[src/rtl/smr_pkg.sv]
// shared types and constants for the staged interval remap block
package smr_pkg;

    localparam int VALUE_BITS  = 48;
    localparam int DEF_STAGES  = 7;
    localparam int DEF_ENTRIES = 64;

    typedef logic [VALUE_BITS-1:0] value_t;

    typedef struct packed {
        value_t dest;
        value_t src;
        value_t len;
    } entry_t;

    typedef enum logic [1:0] {
        CMD_WRITE = 2'd0,
        CMD_COUNT = 2'd1,
        CMD_MAP   = 2'd2,
        CMD_CLEAR = 2'd3
    } cmd_t;

    typedef enum logic [1:0] {
        ST_IDLE,
        ST_SCAN,
        ST_DONE
    } scan_state_t;

    typedef struct packed {
        logic busy;
        logic done;
    } scan_status_t;

endpackage

[src/rtl/smr_scan.sv]
// stage sequencer: walks each stage's entries through the table read port
module smr_scan #(
    parameter int STAGES  = smr_pkg::DEF_STAGES,
    parameter int ENTRIES = smr_pkg::DEF_ENTRIES,
    parameter int ADDR_W  = (STAGES * ENTRIES > 1) ? $clog2(STAGES * ENTRIES) : 1,
    parameter int STG_W   = (STAGES > 1) ? $clog2(STAGES) : 1,
    parameter int CNT_W   = $clog2(ENTRIES + 1)
) (
    input  logic                    clk,
    input  logic                    rst_n,
    input  logic                    start,
    input  smr_pkg::value_t         query,
    input  logic                    cnt_wr_en,
    input  logic [STG_W-1:0]        cnt_wr_stage,
    input  logic [CNT_W-1:0]        cnt_wr_value,
    output logic                    rd_en,
    output logic [ADDR_W-1:0]       rd_addr,
    input  smr_pkg::entry_t         rd_data,
    input  logic                    result_take,
    output smr_pkg::value_t         result,
    output smr_pkg::scan_status_t   status
);
    import smr_pkg::*;

    scan_state_t       state_reg, state_next;
    logic [STG_W-1:0]  stage_reg;
    logic [ADDR_W-1:0] base_reg;
    logic [CNT_W-1:0]  idx_reg;
    logic [CNT_W-1:0]  counts_reg [STAGES];
    logic              p1_valid_reg, p2_valid_reg;
    value_t            value_reg;
    value_t            diff_reg, len_reg, dest_reg;
    logic              ge_reg;

    logic              in_scan;
    logic              hit;
    logic              issue;
    logic              stage_end;
    logic              last_stage;
    logic [CNT_W-1:0]  cur_count;
    value_t            new_value;

    assign in_scan    = (state_reg == ST_SCAN);
    assign cur_count  = counts_reg[stage_reg];
    assign hit        = p2_valid_reg && ge_reg && (diff_reg < len_reg);
    assign issue      = in_scan && (idx_reg < cur_count) && !hit;
    assign stage_end  = in_scan && (hit || ((idx_reg >= cur_count)
                        && !p1_valid_reg && !p2_valid_reg));
    assign last_stage = (stage_reg == STG_W'(STAGES - 1));
    assign new_value  = hit ? (dest_reg + diff_reg) : value_reg;

    // next state
    always_comb
    begin
        state_next = state_reg;
        case (state_reg)
            ST_IDLE:
            begin
                if (start)
                begin
                    state_next = ST_SCAN;
                end
            end
            ST_SCAN:
            begin
                if (stage_end && last_stage)
                begin
                    state_next = ST_DONE;
                end
            end
            ST_DONE:
            begin
                if (result_take)
                begin
                    state_next = ST_IDLE;
                end
            end
            default:
            begin
                state_next = ST_IDLE;
            end
        endcase
    end

    // outputs
    always_comb
    begin
        status.busy = 1'b1;
        status.done = 1'b0;
        case (state_reg)
            ST_IDLE:
            begin
                status.busy = 1'b0;
            end
            ST_DONE:
            begin
                status.done = 1'b1;
            end
            default:
            begin
                status.busy = 1'b1;
            end
        endcase
    end

    assign rd_en   = issue;
    assign rd_addr = base_reg + ADDR_W'(idx_reg);
    assign result  = value_reg;

    always_ff @(posedge clk or negedge rst_n)
    begin
        if (!rst_n)
        begin
            state_reg    <= ST_IDLE;
            stage_reg    <= '0;
            base_reg     <= '0;
            idx_reg      <= '0;
            p1_valid_reg <= 1'b0;
            p2_valid_reg <= 1'b0;
            for (int i = 0; i < STAGES; i++)
            begin
                counts_reg[i] <= '0;
            end
        end
        else
        begin
            state_reg <= state_next;
            if (cnt_wr_en)
            begin
                counts_reg[cnt_wr_stage] <= cnt_wr_value;
            end
            if (state_reg == ST_IDLE)
            begin
                stage_reg    <= '0;
                base_reg     <= '0;
                idx_reg      <= '0;
                p1_valid_reg <= 1'b0;
                p2_valid_reg <= 1'b0;
            end
            else if (stage_end)
            begin
                idx_reg      <= '0;
                p1_valid_reg <= 1'b0;
                p2_valid_reg <= 1'b0;
                if (!last_stage)
                begin
                    stage_reg <= stage_reg + 1'b1;
                    base_reg  <= base_reg + ADDR_W'(ENTRIES);
                end
            end
            else if (in_scan)
            begin
                p1_valid_reg <= issue;
                p2_valid_reg <= p1_valid_reg;
                if (issue)
                begin
                    idx_reg <= idx_reg + 1'b1;
                end
            end
        end
    end

    // entry compare pipeline
    always_ff @(posedge clk)
    begin
        diff_reg <= value_reg - rd_data.src;
        ge_reg   <= (value_reg >= rd_data.src);
        len_reg  <= rd_data.len;
        dest_reg <= rd_data.dest;
        if ((state_reg == ST_IDLE) && start)
        begin
            value_reg <= query;
        end
        else if (stage_end)
        begin
            value_reg <= new_value;
        end
    end

endmodule

[config.mk]
export PLATFORM = sky130hd
export DESIGN_NAME = smr_scan
export DESIGN_NICKNAME = d
export VERILOG_FILES = /design/src/rtl/smr_pkg.sv /design/src/rtl/smr_scan.sv
export SDC_FILE = /design/constraint.sdc
export NUM_CORES = 1
export LEC_CHECK = 0
export CAP_MARGIN = 10
export CORE_MARGIN = 2
export CORE_UTILIZATION = 34
export DETAILED_ROUTE_END_ITERATION = 8
export DONT_BUFFER_PORTS = 1
export PLACE_DENSITY = 0.51
export SLEW_MARGIN = 25
export SYNTH_ARGS = -nofsm -noshare
export SYNTH_HDL_FRONTEND = slang
export SYNTH_SLANG_ARGS = --single-unit
[constraint.sdc]
create_clock -name clk -period 11.5 [get_ports clk]
set_clock_uncertainty 0.05 [all_clocks]
set_input_delay 1.15 -clock clk [delete_from_list [all_inputs] [get_ports clk]]
set_output_delay 1.15 -clock clk [all_outputs]
set_load 0.01 [all_outputs]
; ---- Word level (Yosys, flattened, before mapping)
; Index checks and enable logic that the tools add are counted.
[word_totals]
reg_bits = 265
in_bits = 207
out_inout_bits = 60
[op_classes]
addsub = 6
magnitude_cmp = 7
n_eq_ne = 7
n_mux = 31
bitwise_logic = 2
n_reduce_logical = 24
[op_table]
columns = op, count
row1 = $mux W48, 3
row2 = $bwmux W49, 1
row3 = $mux W7, 7
row4 = $add A48 B48 Y48, 1
row5 = $ge A48 B48 Y1, 1
row6 = $lt A48 B48 Y1, 1
row7 = $sub A48 B48 Y48, 1
row8 = $mux W9, 3
row9 = $bmux W7 S3, 1
row10 = $demux W7 S3, 1
row11 = $logic_and A1 B1 Y1, 10
row12 = $add A9 B7 Y9, 1
row13 = $add A9 B7 Y9 const B, 1
row14 = $mux W3, 3
row15 = $ge A4 B4 Y1 const B, 2
row16 = $mux W1, 8
row17 = $not A3 Y4, 2
row18 = $add A7 B1 Y7 const B, 1
row19 = $ge A7 B7 Y1, 1
row20 = $lt A7 B7 Y1, 1
row21 = $mux W2, 3
row22 = $pmux W2 S3, 1
row23 = $reduce_and A2 Y1, 3
row24 = $reduce_bool A2 Y1, 3
row25 = 12 further kinds, 17

; ---- Longest topological paths before layout
[logic_depth]
word_depth = 12
ltp_mapped = 18
ltp_nobuf = 16

; ---- Worst setup path after synthesis
; Ideal clock, no wire load.
[synth_path]
path_kind = register to register
start = register len_reg[45]
end = register value_reg[0] (netlist: result[0]) (enable)
arrival_time_ps = 5514
required_time_ps = 10924
setup_slack_ps = 5410
path_stages_with_launch = 11
n_path_buf = 0
period_less_slack_ps = 6090
path_cell_list = dfxtp_1 inv_1 ha_1 a21o_1 a21o_1 a211o_1 nand4bb_1 a2111oi_0 o31ai_1 o21a_1 a211oi_1
[synth_via]
elab_chain_cells = 6
elab_cells_between_ends = 7
[synth_lines]
columns = element, line_no
row1 = from (decl), smr_scan.sv:32  ; value_t diff_reg, len_reg, dest_reg;
row2 = from (signal assigned), smr_scan.sv:168  ; len_reg <= rd_data.len;
row3 = $lt A48 B48 Y1 *, smr_scan.sv:45  ; assign hit = p2_valid_reg && ge_reg && (diff_reg < len_reg);
row4 = $logic_and A1 B1 Y1 *, smr_scan.sv:45
row5 = $logic_or A1 B1 Y1, smr_scan.sv:47  ; assign stage_end = in_scan && (hit || ((idx_reg >= cur_count)
row6 = $logic_and A1 B1 Y1, smr_scan.sv:47
row7 = $reduce_bool A2 Y1 (no line), n/a
row8 = $reduce_and A2 Y1 (no line) *, n/a
row9 = to (signal assigned), smr_scan.sv:172  ; value_reg <= query;
row10 = to (signal assigned), smr_scan.sv:176  ; value_reg <= new_value;
row11 = to (decl), smr_scan.sv:31  ; value_t value_reg;
; Every way passes the cells marked *; elsewhere a longest branch is shown, timed or not.
; A chain may end at the register's enable or synchronous reset.

; ---- Worst setup path in the final report
[layout_path]
start = register diff_reg[45]
end = output rd_en
[layout_via]
elab_chain_cells = 4
[layout_lines]
columns = element, line_no
row1 = from (decl), smr_scan.sv:32
row2 = from (signal assigned), smr_scan.sv:166  ; diff_reg <= value_reg - rd_data.src;
row3 = $lt A48 B48 Y1, smr_scan.sv:45
row4 = $logic_and A1 B1 Y1, smr_scan.sv:45
row5 = $logic_not A1 Y1, smr_scan.sv:46  ; assign issue = in_scan && (idx_reg < cur_count) && !hit;
row6 = $logic_and A1 B1 Y1, smr_scan.sv:46
row7 = to (decl), smr_scan.sv:16  ; output logic rd_en,
; No other way between the ends.

==> summary.md <==
| Metric | Value |
|---|---|
| Root buffer cell | clkbuf_16 |
| Worst Path Max Fanout | 4 |
| Nets | 1887 |
| WL met1 | 19600 µm |
| Vias in the first global route | 11600 |
| Syn Inst Count | 1535 |
| Synth Cell Area | 0.0147 mm² |
| CTS H-tree lvls | 2 |
| Height of the die | 212 µm |
| Max cap viols | 0 |
| Sequential fraction of the synthesis area | 40.7% |
| Syn_area_per_cell | 9.59 µm² |
| Reg2reg end | result[10]$_DFFE_PP_ |
| Layout cell share with drive strength beyond 1 | 9.17% |
| Post-synth ARST share | 25.5% |
| Yosys top cell area share | 19.7% |
| GPL Wtd Cong | 0.873 |
| Clock insertion delay at the later pin of the skew report | 0.55 ns |
| Max reg flops | 49 |
| Final Hold Violating Endpoints | 0 |
| Metal2 WL | 20500 µm |
| Top FF cell, synth | dfxtp_1 |
| Post-synth EDFFs | 48 |
| Total GRT Usage | 19.8% |
| Top post-synthesis cells by area | dfxtp_1 20%, ha_1 13%, dfrtp_1 11% |
| DR vias/cell | 5.22 |
| Final period util | 41.4% |
| Highest Signal Layer | met5 |
| Worst flop-to-flop path startpoint | diff_reg[45]$_DFF_P_ |
| Worst slew margin | 35.9% |
| Largest net degree at the start of global routing | 67 |
| Vias post-DR | 11100 |
| Worst Setup EP | rd_en |
| WS Path Type | reg2out |
| Synth unique cells | 77 |
| Port Buf Inserts | 0 |
| Antenna violations before repair | 5 |
| Initial Util | 34.3% |
| Pwr/cell area | 318 mW/mm² |
| Worst EP required | 10.30 ns |
| Synthesis warning total | 0 |
| WL final | 44700 µm |
| Crit. End Element | output pin |
| Io pins | 267 |
| Drc violations | 0 |
| Post-route minimum period | 4.76 ns |
| DIE WIDTH | 212 µm |
| Pre-Repair DR Iteration Count | 5 |
| Cell taking the most area after synthesis | dfxtp_1 |
| Slew Limit Fails | 0 |
| Routed len/inst | 20.9 µm |
| RSZ-0062 raised after global routing | no |
| Most frequent cell after synthesis | ha_1 |
| Setup TNS | 0 ns |
| GRT Residual Overflow | 0 |
| Setup violators final | 0 |
| Hold-fix buffers, CTS | 0 |
| FF+latch count, synth | 259 |
| Core area | 0.0429 mm² |
| Worst Tran Pin Value | 0.962 ns |
| Status | completed |
| TritonCTS Buffers | 34 |
| 1st-iter DRT viols | 596 |
| Reg2reg setup slack | 7.29 ns |
| DRT antenna net count | 0 |
| Detail Route met3 WL | 3260 µm |
| Clock buffer depth | 3 |
| Area grow syn2layout | 11.3% |
| Detail Placement HPWL | 34700 µm |
| Clock sink count | 259 |
| Wire length of the first global-routing pass | 67100 µm |
| Register-to-Register Path Depth | 10 |
| Reg clk slew, reported paths | 0.06 ns |
| Syn Nets | 1898 |
| # rows | 76 |
| Hold crit path type | in2async |
| Cts repair resizes | 0 |
| Worst VDD drop | 111 µV |
| WP data arrival | 3.56 ns |
| CTS tree | yes |
| Synth top cells by count | 154 x ha_1, 145 x dfxtp_1, 138 x inv_1 |
| Fmax | 210 MHz |
| Post-Route Utilization | 38.2% |
| Die ar. | 0.0450 mm² |
| Critical Path Start Type | flip-flop |
| Lkg Pwr | 7.30 nW |
| Setup Fix Bufs, Post-CTS | 0 |
| Setup crit start | diff_reg[45]$_DFF_P_ |
## worst max-delay path, cell delays in order, from the launching register on
cell       delay (ns)
dfxtp_1          0.32
ha_1             0.31
a21o_1           0.16
a21o_1           0.17
a211o_1          0.38
nand4bb_1        0.29
a2111oi_0        0.51
o31ai_1          0.34
o21a_1           0.30
and2_1           0.24
## layout make-up
class	count	area (µm²)
repair buffers	3	22.5
well taps	585	732
flip-flops and latches	259	6000
diodes	1	2.50
clock buffers	46	1010
multi-input cells	1088	8010
fillers	4329	26500
inverters	138	518
clock inverters	15	95.1
## power breakdown
| part | internal (W) | switching [W] | total [W] |
|---|---|---|---|
| clock network | 0.000621 | 0.000438 | 0.00106 |
| logic | 0.00104 | 0.00148 | 0.00252 |
| registers | 0.00131 | 0.000326 | 0.00164 |
| total | 0.00297 | 0.00224 | 0.00521 |
## kinds of logic after synthesis
family	after synthesis	share of synthesized area, %
multiplexers	73	6.00
flip-flops	259	40.7
AND/OR/NAND/NOR	354	11.3
buffers and inverters	188	5.07
XOR/XNOR	88	5.24
adder cells (fa/ha/maj)	156	13.4
AO/OA/AOI/OAI	417	18.3
## layer usage
layer,vias to the layer above,GRT usage [%]
li1,5446,-
met1,5328,24.7
met2,281,32.3
met3,78,6.01
met4,8,7.14
met5,-,0
## worst min path at each step
stage,start,end,slack (ns),depth (start not counted)
after floorplan,counts_reg[21]$_DFFE_PN0P_,counts_reg[21]$_DFFE_PN0P_,0.42,1
after global placement,counts_reg[35]$_DFFE_PN0P_,counts_reg[35]$_DFFE_PN0P_,0.43,1
after detailed placement,counts_reg[21]$_DFFE_PN0P_,counts_reg[21]$_DFFE_PN0P_,0.44,1
after CTS,rst_n,counts_reg[1]$_DFFE_PN0P_,0.21,0
after global routing,rst_n,counts_reg[27]$_DFFE_PN0P_,0.22,0
final,rst_n,counts_reg[48]$_DFFE_PN0P_,0.25,0
## through the flow
step / setup slack (ns) / hold WS (ns) / instance area [µm²] / instances / power [W]
after global routing: 6.18 / 0.224 / 16400 / 2135 / 0.00562
after global placement: 7.16 / 0.434 / 15300 / 2073 / 0.00414
after detailed placement: 7.12 / 0.441 / 15300 / 2073 / 0.00416
after floorplan: 5.41 / 0.424 / 14700 / 1535 / 0.00344
after CTS: 6.63 / 0.211 / 16400 / 2134 / 0.00525
final: 6.74 / 0.253 / 16400 / 2135 / 0.00521
## placed cells by master, fill, tap and decap left out, types with 4 or more instances in the layout
| cell type | n |
|---|---|
| and3_1 | 9 |
| and2_1 | 12 |
| or2_2 | 4 |
| clkbuf_1 | 5 |
| dfxtp_1 | 145 |
| a211o_1 | 6 |
| nand4b_1 | 4 |
| mux2_2 | 52 |
| xnor2_1 | 47 |
| nor2_1 | 102 |
| dfrtp_1 | 66 |
| o21bai_1 | 7 |
| a21o_1 | 58 |
| inv_1 | 138 |
| nand2_1 | 113 |
| o21a_1 | 14 |
| a31oi_1 | 11 |
| xor2_1 | 41 |
| o211ai_1 | 21 |
| o221ai_1 | 4 |
| a211oi_1 | 13 |
| nand2b_1 | 14 |
| o31ai_1 | 13 |
| a21oi_1 | 131 |
| nand4_1 | 24 |
| mux4_2 | 7 |
| nand3_1 | 22 |
| ha_1 | 154 |
| clkinv_2 | 9 |
| nor3_1 | 12 |
| nor2b_1 | 19 |
| o21ai_0 | 88 |
| clkbuf_16 | 38 |
| o31a_1 | 5 |
| mux2i_1 | 14 |
| edfxtp_1 | 48 |
Note: power is estimated with default switching activity, not from simulation.
